<file path="config.mk">
export PLATFORM = sky130hd
export DESIGN_NAME = timed_sleep_wakeup_queue
export DESIGN_NICKNAME = d
export VERILOG_FILES = /design/src/sv/tsq_pkg.sv /design/src/sv/tsq_ram.sv /design/src/sv/tsq_ctrl.sv /design/src/sv/tsq_dp.sv /design/src/sv/timed_sleep_wakeup_queue.sv
export SDC_FILE = /design/constraint.sdc
export NUM_CORES = 2
export LEC_CHECK = 0
export BUFFER_PORTS_ARGS = -buffer_cell sky130_fd_sc_hd__clkbuf_2
export CORE_UTILIZATION = 40
export DETAILED_ROUTE_END_ITERATION = 10
export PLACE_DENSITY = 0.53
export SYNTH_ARGS = -nofsm -noshare
export SYNTH_HDL_FRONTEND = slang
export SYNTH_SLANG_ARGS = --single-unit
</file>
<file path="constraint.sdc">
create_clock -name i_clk -period 7.7 [get_ports i_clk]
set_input_delay 1.155 -clock i_clk [delete_from_list [all_inputs] [get_ports i_clk]]
set_output_delay 1.155 -clock i_clk [all_outputs]
set_load 0.02 [all_outputs]
</file>
<file path="src/sv/tsq_pkg.sv">
// Shared types and constants for the timed sleep/wakeup queue.
package tsq_pkg;

    localparam int ID_W   = 6;
    localparam int TICK_W = 63;

    localparam logic [TICK_W-1:0] TICK_MAX = {TICK_W{1'b1}};

    localparam logic OP_SLEEP = 1'b0;
    localparam logic OP_WAKE  = 1'b1;

    typedef struct packed {
        logic              operation;
        logic [ID_W-1:0]   thread_id;
        logic [TICK_W-1:0] tick;
    } t_in;

    typedef struct packed {
        logic              woken_valid;
        logic [ID_W-1:0]   woken_id;
        logic [TICK_W-1:0] next_wakeup;
        logic              rejected;
        logic              last;
    } t_out;

    typedef struct packed {
        logic [ID_W-1:0]   thread_id;
        logic [TICK_W-1:0] wakeup;
    } t_slot;

    localparam int SLOT_W = $bits(t_slot);

    typedef struct packed {
        logic load;
        logic scan_init;
        logic sleep_commit;
        logic scan_step;
        logic scan_finish;
        logic emit_push;
    } t_cmd;

    typedef struct packed {
        logic op;
        logic out_free;
        logic scan_done;
        logic emit_last;
    } t_sts;

endpackage

</file>
<file path="src/sv/tsq_ram.sv">
// Generic single-write, single-read RAM with registered read data.
module tsq_ram #(
    parameter int WIDTH = 8,
    parameter int DEPTH = 16
) (
    i_clk,
    i_we,
    i_waddr,
    i_wdata,
    i_raddr,
    o_rdata
);
    localparam int AW = (DEPTH > 1) ? $clog2(DEPTH) : 1;

    input  logic             i_clk;
    input  logic             i_we;
    input  logic [AW-1:0]    i_waddr;
    input  logic [WIDTH-1:0] i_wdata;
    input  logic [AW-1:0]    i_raddr;
    output logic [WIDTH-1:0] o_rdata;

    logic [WIDTH-1:0] r_mem [DEPTH];
    logic [WIDTH-1:0] r_rdata;

    always_ff @(posedge i_clk) begin
        if (i_we) begin
            r_mem[i_waddr] <= i_wdata;
        end
        r_rdata <= r_mem[i_raddr];
    end

    assign o_rdata = r_rdata;

endmodule

</file>
<file path="src/sv/tsq_ctrl.sv">
// Sequencing state machine for the timed sleep/wakeup queue.
module tsq_ctrl (
    input  logic          i_clk,
    input  logic          i_rst_n,
    input  logic          i_in_valid,
    output logic          o_in_ready,
    input  tsq_pkg::t_sts i_sts,
    output tsq_pkg::t_cmd o_cmd
);
    import tsq_pkg::*;

    localparam logic [2:0] S_IDLE  = 3'd0;
    localparam logic [2:0] S_DISP  = 3'd1;
    localparam logic [2:0] S_SLEEP = 3'd2;
    localparam logic [2:0] S_SCAN  = 3'd3;
    localparam logic [2:0] S_EMRD  = 3'd4;
    localparam logic [2:0] S_EMIT  = 3'd5;

    logic [2:0] r_state;
    logic [2:0] n_state;

    always_comb begin
        n_state = r_state;
        o_cmd   = '0;
        unique case (r_state)
            S_IDLE: begin
                if (i_in_valid) begin
                    o_cmd.load = 1'b1;
                    n_state    = S_DISP;
                end
            end
            S_DISP: begin
                if (i_sts.op == OP_WAKE) begin
                    o_cmd.scan_init = 1'b1;
                    n_state         = S_SCAN;
                end else begin
                    n_state = S_SLEEP;
                end
            end
            S_SLEEP: begin
                if (i_sts.out_free) begin
                    o_cmd.sleep_commit = 1'b1;
                    n_state            = S_IDLE;
                end
            end
            S_SCAN: begin
                if (i_sts.scan_done) begin
                    o_cmd.scan_finish = 1'b1;
                    n_state           = S_EMRD;
                end else begin
                    o_cmd.scan_step = 1'b1;
                end
            end
            S_EMRD: begin
                // Wait state for the woken-id memory read to land.
                n_state = S_EMIT;
            end
            S_EMIT: begin
                if (i_sts.out_free) begin
                    o_cmd.emit_push = 1'b1;
                    n_state         = i_sts.emit_last ? S_IDLE : S_EMRD;
                end
            end
            default: begin
                n_state = S_IDLE;
            end
        endcase
    end

    always_ff @(posedge i_clk) begin
        if (!i_rst_n) begin
            r_state <= S_IDLE;
        end else begin
            r_state <= n_state;
        end
    end

    assign o_in_ready = (r_state == S_IDLE);

endmodule

</file>
<file path="src/sv/tsq_dp.sv">
// Datapath of the timed sleep/wakeup queue: slot memory, scan, and output word.
module tsq_dp #(
    parameter int SLEEP_SLOTS = 16
) (
    input  logic                     i_clk,
    input  logic                     i_rst_n,
    input  tsq_pkg::t_in             i_in_data,
    input  logic                     i_cfg_valid,
    input  logic [tsq_pkg::ID_W-1:0] i_cfg_data,
    output logic                     o_out_valid,
    input  logic                     i_out_ready,
    output tsq_pkg::t_out            o_out_data,
    input  tsq_pkg::t_cmd            i_cmd,
    output tsq_pkg::t_sts            o_sts
);
    import tsq_pkg::*;

    localparam int CNT_W = $clog2(SLEEP_SLOTS + 1);
    localparam int AW    = (SLEEP_SLOTS > 1) ? $clog2(SLEEP_SLOTS) : 1;
    localparam logic [CNT_W-1:0] SLOTS_C = CNT_W'(SLEEP_SLOTS);
    localparam logic [CNT_W-1:0] ONE_C   = CNT_W'(1);

    // Control state.
    logic [ID_W-1:0]   r_idle_id, n_idle_id;
    logic [CNT_W-1:0]  r_count, n_count;
    logic [TICK_W-1:0] r_earliest, n_earliest;
    logic              r_pend, n_pend;
    logic              r_out_valid, n_out_valid;

    // Working registers.
    logic              r_op, n_op;
    logic [ID_W-1:0]   r_tid, n_tid;
    logic [TICK_W-1:0] r_tick, n_tick;
    logic [CNT_W-1:0]  r_rd_idx, n_rd_idx;
    logic [CNT_W-1:0]  r_keep, n_keep;
    logic [CNT_W-1:0]  r_nw, n_nw;
    logic [CNT_W-1:0]  r_em_idx, n_em_idx;
    logic [TICK_W-1:0] r_min, n_min;
    t_out              r_out, n_out;

    logic              slot_we;
    logic [AW-1:0]     slot_waddr;
    t_slot             slot_wdata;
    logic [SLOT_W-1:0] slot_rdata;
    t_slot             entry;
    logic              woken_we;
    logic [ID_W-1:0]   woken_rdata;

    logic append;
    logic rd_go;
    logic due;
    logic out_free;
    logic out_load;

    assign entry    = t_slot'(slot_rdata);
    assign append   = (r_tid != r_idle_id) && (r_count < SLOTS_C);
    assign rd_go    = (r_rd_idx < r_count);
    assign due      = (entry.wakeup <= r_tick);
    assign out_free = !r_out_valid || i_out_ready;
    assign out_load = i_cmd.sleep_commit || i_cmd.emit_push;

    always_comb begin
        slot_we    = 1'b0;
        slot_waddr = r_keep[AW-1:0];
        slot_wdata = entry;
        woken_we   = 1'b0;
        if (i_cmd.sleep_commit) begin
            slot_we    = append;
            slot_waddr = r_count[AW-1:0];
            slot_wdata = '{thread_id: r_tid, wakeup: r_tick};
        end else if (i_cmd.scan_step && r_pend) begin
            slot_we  = !due;
            woken_we = due;
        end
    end

    always_comb begin
        n_idle_id   = r_idle_id;
        n_count     = r_count;
        n_earliest  = r_earliest;
        n_pend      = r_pend;
        n_op        = r_op;
        n_tid       = r_tid;
        n_tick      = r_tick;
        n_rd_idx    = r_rd_idx;
        n_keep      = r_keep;
        n_nw        = r_nw;
        n_em_idx    = r_em_idx;
        n_min       = r_min;
        n_out       = r_out;
        n_out_valid = r_out_valid && !i_out_ready;

        if (i_cfg_valid) begin
            n_idle_id = i_cfg_data;
        end
        if (i_cmd.load) begin
            n_op   = i_in_data.operation;
            n_tid  = i_in_data.thread_id;
            n_tick = i_in_data.tick;
        end
        if (i_cmd.scan_init) begin
            n_rd_idx = '0;
            n_keep   = '0;
            n_nw     = '0;
            n_em_idx = '0;
            n_min    = TICK_MAX;
            n_pend   = 1'b0;
        end
        if (i_cmd.sleep_commit) begin
            if (append) begin
                n_count = r_count + ONE_C;
                if (r_tick < r_earliest) begin
                    n_earliest = r_tick;
                end
            end
            n_out.woken_valid = 1'b0;
            n_out.woken_id    = '0;
            n_out.next_wakeup = n_earliest;
            n_out.rejected    = (r_tid != r_idle_id) && !append;
            n_out.last        = 1'b1;
        end
        if (i_cmd.scan_step) begin
            // Reads run one entry ahead of the compare and compaction.
            n_pend = rd_go;
            if (rd_go) begin
                n_rd_idx = r_rd_idx + ONE_C;
            end
            if (r_pend) begin
                if (due) begin
                    n_nw = r_nw + ONE_C;
                end else begin
                    n_keep = r_keep + ONE_C;
                    if (entry.wakeup < r_min) begin
                        n_min = entry.wakeup;
                    end
                end
            end
        end
        if (i_cmd.scan_finish) begin
            n_count    = r_keep;
            n_earliest = r_min;
        end
        if (i_cmd.emit_push) begin
            n_em_idx          = r_em_idx + ONE_C;
            n_out.woken_valid = (r_nw != '0);
            n_out.woken_id    = (r_nw != '0) ? woken_rdata : '0;
            n_out.next_wakeup = r_earliest;
            n_out.rejected    = 1'b0;
            n_out.last        = ((r_em_idx + ONE_C) >= r_nw);
        end
        if (out_load) begin
            n_out_valid = 1'b1;
        end
    end

    always_ff @(posedge i_clk) begin
        if (!i_rst_n) begin
            r_idle_id   <= '0;
            r_count     <= '0;
            r_earliest  <= TICK_MAX;
            r_pend      <= 1'b0;
            r_out_valid <= 1'b0;
        end else begin
            r_idle_id   <= n_idle_id;
            r_count     <= n_count;
            r_earliest  <= n_earliest;
            r_pend      <= n_pend;
            r_out_valid <= n_out_valid;
        end
    end

    always_ff @(posedge i_clk) begin
        r_op     <= n_op;
        r_tid    <= n_tid;
        r_tick   <= n_tick;
        r_rd_idx <= n_rd_idx;
        r_keep   <= n_keep;
        r_nw     <= n_nw;
        r_em_idx <= n_em_idx;
        r_min    <= n_min;
        r_out    <= n_out;
    end

    tsq_ram #(
        .WIDTH (SLOT_W),
        .DEPTH (SLEEP_SLOTS)
    ) u_slot_ram (
        .i_clk   (i_clk),
        .i_we    (slot_we),
        .i_waddr (slot_waddr),
        .i_wdata (SLOT_W'(slot_wdata)),
        .i_raddr (r_rd_idx[AW-1:0]),
        .o_rdata (slot_rdata)
    );

    tsq_ram #(
        .WIDTH (ID_W),
        .DEPTH (SLEEP_SLOTS)
    ) u_woken_ram (
        .i_clk   (i_clk),
        .i_we    (woken_we),
        .i_waddr (r_nw[AW-1:0]),
        .i_wdata (entry.thread_id),
        .i_raddr (r_em_idx[AW-1:0]),
        .o_rdata (woken_rdata)
    );

    assign o_sts.op        = r_op;
    assign o_sts.out_free  = out_free;
    assign o_sts.scan_done = !r_pend && !rd_go;
    assign o_sts.emit_last = ((r_em_idx + ONE_C) >= r_nw);

    assign o_out_valid = r_out_valid;
    assign o_out_data  = r_out;

endmodule

</file>
<file path="src/sv/timed_sleep_wakeup_queue.sv">
// Timed sleep/wakeup queue: holds up to SLEEP_SLOTS sleeping thread ids in
// insertion order with their wake-up ticks and reports the earliest pending
// tick (all ones when empty). A sleep word yields a single result word; sleeps
// from the idle thread are dropped, and a full queue returns rejected. For a
// wake word the slot memory is scanned and compacted one entry per cycle, and
// each woken id is then read back from the woken-id memory through a read-wait
// state before its result word; a wake with none due gives one word without an
// id. Results carry the recomputed earliest tick, and the last word of each
// item is flagged. A new input word is taken while the final result still sits
// in the output register.
module timed_sleep_wakeup_queue #(
    parameter int SLEEP_SLOTS = 16
) (
    input  logic                     i_clk,
    input  logic                     i_rst_n,
    input  logic                     i_in_valid,
    output logic                     o_in_ready,
    input  tsq_pkg::t_in             i_in_data,
    output logic                     o_out_valid,
    input  logic                     i_out_ready,
    output tsq_pkg::t_out            o_out_data,
    input  logic                     i_cfg_valid,
    output logic                     o_cfg_ready,
    input  logic [tsq_pkg::ID_W-1:0] i_cfg_data
);
    import tsq_pkg::*;

    t_cmd cmd;
    t_sts sts;

    tsq_ctrl u_ctrl (
        .i_clk      (i_clk),
        .i_rst_n    (i_rst_n),
        .i_in_valid (i_in_valid),
        .o_in_ready (o_in_ready),
        .i_sts      (sts),
        .o_cmd      (cmd)
    );

    tsq_dp #(
        .SLEEP_SLOTS (SLEEP_SLOTS)
    ) u_dp (
        .i_clk       (i_clk),
        .i_rst_n     (i_rst_n),
        .i_in_data   (i_in_data),
        .i_cfg_valid (i_cfg_valid),
        .i_cfg_data  (i_cfg_data),
        .o_out_valid (o_out_valid),
        .i_out_ready (i_out_ready),
        .o_out_data  (o_out_data),
        .i_cmd       (cmd),
        .o_sts       (sts)
    );

    assign o_cfg_ready = 1'b1;

endmodule

</file>
After elaboration in Yosys (flattened, before gate mapping):

Memories as Yosys holds them, arrays and structs flattened. A register that Yosys moved wholly into a read port is not among the register bits.
Index checks and enable logic that the tools add are counted.

* add/sub/neg operators: 5
* magnitude comparators: 6
* equality and inequality tests: 10
* mux-type cells: 58
* reduce and logical (&&, ||, !) cells: 22

Operators with widths (number)
* 63-bit two-way mux: 9
* 72-bit two-way mux: 2
* 63-bit < comparator: 2
* 5-bit two-way mux: 16
* 69-bit two-way mux: 1
* 63-bit less-or-equal comparator: 1
* 5-bit by 1-bit adder with 5-bit output, second input constant: 5
* 1-bit two-way mux: 21
* 3-bit one-hot mux with 6 select lines: 1
* 3-bit two-way mux: 5
* 2-bit nonzero test: 5
* 3-bit by 2-bit equality test with 1-bit output, second input constant: 2
* 3-bit equality test, second input constant: 2
* 1-bit zero test: 6
* 6-bit two-way mux: 1
* 6-bit inequality test: 1
* 5-bit greater-or-equal comparator: 1
* 1-bit logical AND: 5
* 5-bit < comparator: 1
* 5-bit < comparator, second input constant: 1
* 5-bit nonzero test: 1
* 4-bit two-way mux: 1
* 2-bit by 1-bit inequality test with 1-bit output, second input constant: 2
* 2-bit inequality test, second input constant: 2
* 6 further kinds: 7

* bits in registers: 304
* bits in writable memories: 1200
* input port bits: 81
* output and inout port bits: 75
* logic and storage cells: 122
* memories kept: 2

Memory list
* u_dp.u_slot_ram.r_mem: depth 16, width 69, read ports 1, clocked after Yosys merged registers in 1, wr ports 1, line tsq_ram.sv:22 `logic [WIDTH-1:0] r_mem [DEPTH];`
* u_dp.u_woken_ram.r_mem: depth 16, width 6, read ports 1, clocked after Yosys merged registers in 1, wr ports 1, line tsq_ram.sv:22

Depth between registers and ports, before layout:

* word-level depth: 10
* depth in mapped cells: 12
* gate-level depth less buffers: 10

Modules after synthesis:

From an unflattened synthesis, not the netlist that was laid out.

* cell total of the unflattened synthesis: 3876
* area, all modules: 64595.7 µm²

By module, submodules not included
* tsq_ram at u_dp.u_slot_ram: times used 1, cells each 1776, area each 42709.7 µm², seq. area each 34533.1 µm²
* tsq_dp: times used 1, cells each 1890, area each 17715.7 µm², seq. area each 7487.2 µm²
* tsq_ram at u_dp.u_woken_ram: times used 1, cells each 178, area each 3895.0 µm², seq. area each 3002.9 µm²
* tsq_ctrl: times used 1, cells each 30, area each 264.0 µm², seq. area each 60.1 µm²
* timed_sleep_wakeup_queue: times used 1, cells each 2, area each 11.3 µm², seq. area each 0.0 µm²

Least setup slack after synthesis:

Ideal clock, no wire load.

* path type: input -> register
* start: input port i_out_ready
* end: memory u_dp.u_slot_ram.r_mem[11][0] (netlist name), enable pin
* setup time: 0.497 ns
* data arrival time: 5.172 ns
* required time: 7.203 ns
* setup slack: 2.031 ns
* cell stages on the path: 7
* buffers on the path: 2
* path through: nand2b_1 -> and3_1 -> clkbuf_1 -> and3_1 -> clkbuf_1 -> o21ai_0 -> nor2_1

* word-level cells in the longest chain between the ends: 6
* elaborated cells on any way between the ends: 7
* those cells by class: mux (6); reduce/logical (1)

RTL lines
* from (decl): line timed_sleep_wakeup_queue.sv:20 `input logic i_out_ready,`
* 1-bit logical OR (*): line tsq_dp.sv:59 `assign out_free = !r_out_valid || i_out_ready;`
* 1-bit two-way mux (*): line tsq_ctrl.sv:41 `if (i_sts.out_free) begin`
* 1-bit two-way mux (*): line tsq_ctrl.sv:25 `unique case (r_state)`
* 1-bit two-way mux: line tsq_dp.sv:67 `if (i_cmd.sleep_commit) begin`
* 1-bit two-way mux: line tsq_ram.sv:26 `if (i_we) begin`
* 1-bit two-way mux (not written as such): line tsq_ram.sv:27 `r_mem[i_waddr] <= i_wdata;`
* to (decl): line tsq_ram.sv:22

Every way passes the cells marked *; elsewhere a longest branch is shown, timed or not.

Worst setup path in the final report:

* start: register u_dp.r_tick[30]
* end: memory u_dp.u_slot_ram.r_mem[3][12] (netlist name), enable pin

* word-level cells in the longest chain between the ends: 6

RTL lines
* from (decl): line tsq_dp.sv:33 `logic [TICK_W-1:0] r_tick, n_tick;`
* from (signal assigned): line tsq_dp.sv:175 `r_tick <= n_tick;`
* 63-bit less-or-equal comparator: line tsq_dp.sv:58 `assign due = (entry.wakeup <= r_tick);`
* 1-bit zero test: line tsq_dp.sv:72 `slot_we = !due;`
* 1-bit two-way mux: line tsq_dp.sv:71 `end else if (i_cmd.scan_step && r_pend) begin`
* 1-bit two-way mux: line tsq_dp.sv:67
* 1-bit two-way mux: line tsq_ram.sv:26
* 1-bit two-way mux (not written as such): line tsq_ram.sv:27

Every way passes these cells.

==> impl_metrics.ini <==
[timing]
relSlewSlack = 0.105
hold_viol = 0
fmax_mhz = 194
rsz0062_at_grt = false
period_needed_ps = 5160
setup_tns_ps = 0
skew_ps = 25.8
worst_pin_slew_ps = 1330
finalMaxSlewViolations = 0
min_period_over_period = 0.671
finalSetupViolCount = 0

[detailed_routing]
dr_total_vias = 33357
drtAntennaViolNets = 0
via_per_inst = 5.48
dr.pass1.iters = 5
drt_iter0_markers = 2711
route.detailed.drc = 0
wl_per_cell_um = 27.1
wl_mm = 165

[final_layout]
postLayoutCoreUtil = 0.460
diodes = 0
syn_to_final_growth_pct = 14.0
nNetsFinal = 4162
layout_common_cells = edfxtp_1 (1346), mux4_2 (375), nand2_1 (272)
drive_above_1_share = 0.226
seqCellArea_mm2 = 0.0451
multi_input_area_mm2 = 0.0174
fillers = 13562
final_common_cell = edfxtp_1

[worst_setup_path]
arrival_ps = 5600
reg2reg_from = u_dp.r_tick[30]
path_delay_family = simple AND/OR/NAND/NOR gates
crit_path_start_kind = flip-flop
critPathCaptureType = flip-flop
worstSetupStartpoint = u_dp.r_tick[30]
critPathMaxStageDelay_ps = 830
path_depth = 10
critPathMaxFanout = 19
cp_cell_sequence = inv_1, ha_1, nand4_1, nor4_1, and4_1, a21oi_1, a21oi_2, o21ai_0, nor2_4, buf_4
cp.required_ps = 8130
worst_r2r_path_depth = 10
slowest_stage = nor4_1
criticalPathCategory = flip-flop to flip-flop
crit_buf_inv = 2

[floorplan]
die_x_um = 402
die_h_um = 402
start_util = 0.404
dieArea_mm2 = 0.162
core-area_mm2 = 0.159
fp-row-count = 146
io_pins = 156

[clock_tree]
cts_made_buffers = 168
cts_root_buffer = clkbuf_16
clk_pin_slew_ps = 60
cts_setup_buffers = 0
holdBufCountCts = 0
clockBufferDepth = 3
cts_sinks = 1579
cts_tree = built
worstSkewPairLatency_ps = 800
htreeDepth = 4
cts.repair.resized = 0

[global_route]
grtUsageTotal = 0.206
grt-ovfl-total = 0
grt_max_degree = 150
grt.met1_usage = 0.286
grtUsageMet2 = 0.329
grt_pass1_wl_mm = 241
met3_usage = 0.0375
antenna_found_initial = 10
grt_pass1_vias = 34258
top_usage_layer = met2

[synthesis]
syn_avg_cell_area_um2 = 17.6
syn_inst = 3640
ys_warn_count = 0
synth_area_mm2 = 0.0641
async_reset_ff_frac = 0
ys_types = 66
synth_edf_count = 1346
ys.flop_type = edfxtp_1
ys_seq_area_frac = 0.703
syn_nets = 3925
ys_ff_latch = 1579

[place]
io_buffers = 154
dp_hpwl_mm = 101
place.gp.congestion = 0.778

[run]
drv_cap = 0

[power_and_ir_drop]
peakVddDrop_v = 0.000242
p_leak_uw = 0.0255
p_total_uw = 19300
power-per-cell-area_mw_per_mm2 = 265

[run_status]
status = finished, final reports clean

[hold_path]
hold_path_class = flip-flop to flip-flop
min_path_cells = 1
hold_start = u_dp.r_nw[4]
power by group:
group / switching (uW) / total, uW / internal [uW]
clock network: 3390 / 7910 / 4520
logic: 1020 / 1590 / 571
registers: 163 / 9840 / 9680
cell usage after synthesis (all sizes together), types with 4 or more instances:
library cell / n / area share
and2: 10 / 0.0010
o211a: 4 / 0.00062
o21a: 5 / 0.00059
and3: 5 / 0.00049
nor3: 26 / 0.0020
dfxtp: 233 / 0.073
nor2: 120 / 0.0074
a21oi: 82 / 0.0065
a31oi: 10 / 0.00098
ha: 204 / 0.040
a22o: 63 / 0.0086
nand4: 37 / 0.0036
buf: 77 / 0.0080
xnor2: 8 / 0.0011
nand2: 273 / 0.016
nand3: 31 / 0.0025
nand2b: 10 / 0.00098
nor4: 12 / 0.0015
a21o: 26 / 0.0030
and4: 5 / 0.00068
a221oi: 6 / 0.00092
inv: 271 / 0.016
o22ai: 4 / 0.00039
a221o: 65 / 0.010
nor2b: 7 / 0.00068
edfxtp: 1346 / 0.63
a211oi: 9 / 0.0011
o21ai: 109 / 0.0086
xor2: 5 / 0.00068
clkbuf: 97 / 0.0057
mux2i: 76 / 0.012
mux4: 375 / 0.13
registers in the layout, summed over array words and instances, names as in the netlist, 5 cells and up:
name	flops
u_dp.r_keep	5
u_dp.u_slot_ram.o_rdata	69
u_dp.r_min	63
u_dp.r_rd_idx	5
u_dp.r_tick	63
u_dp.r_count	5
u_dp.u_woken_ram.r_mem	96
u_dp.r_tid	6
u_dp.o_out_data	72
u_dp.r_nw	5
u_dp.r_em_idx	5
u_dp.u_slot_ram.r_mem	1104
u_dp.r_earliest	63
u_dp.u_woken_ram.o_rdata	6
u_dp.r_idle_id	6
final timing paths:
kind,endpoint,slack (ps)
max,u_dp.u_slot_ram.r_mem[3][12],2540
min reg2reg,u_dp.r_nw[4],470
max reg2reg,u_dp.u_slot_ram.r_mem[3][12],2540
min,u_dp.r_nw[4],470
stage by stage:
step / std cells / worst slack (ps) / cell area [um2] / hold WS, ps
3_3_place_gp: 5779 / 2540 / 67700 / 449
5_1_grt: 6092 / 2330 / 73100 / 486
2_1_floorplan: 3640 / 2030 / 64100 / 434
3_5_place_dp: 5779 / 2390 / 67700 / 457
6_report: 6092 / 2540 / 73100 / 471
4_1_cts: 6092 / 2360 / 73100 / 466
logic make-up (layout without fill, tap and decap cells):
family	after synthesis	count (layout)	synth area share
AO/OA/AOI/OAI	403	403	0.0445
XOR/XNOR	13	13	0.00178
adder cells (fa/ha/maj)	204	204	0.0398
buffers and inverters	445	825	0.0295
flip-flops	1579	1579	0.703
multiplexers	451	451	0.144
other	1	1	0.0000585
AND/OR/NAND/NOR	544	544	0.0377
area by class of cell:
type	count	share of cell area
Sequential cell	1579	0.617
Multi-Input combinational cell	1616	0.237
Clock buffer	228	0.0636
Tap cell	2072	0.0355
Timing Repair Buffer	241	0.0223
Inverter	271	0.0139
Clock inverter	85	0.0103
routing by layer:
layer	share of wire	wire (um)
met1	0.44	73300
met2	0.48	79100
met3	0.053	8700
met4	0.025	4190
met5	0	0
No activity file was read; power rests on OpenSTA's default activity.
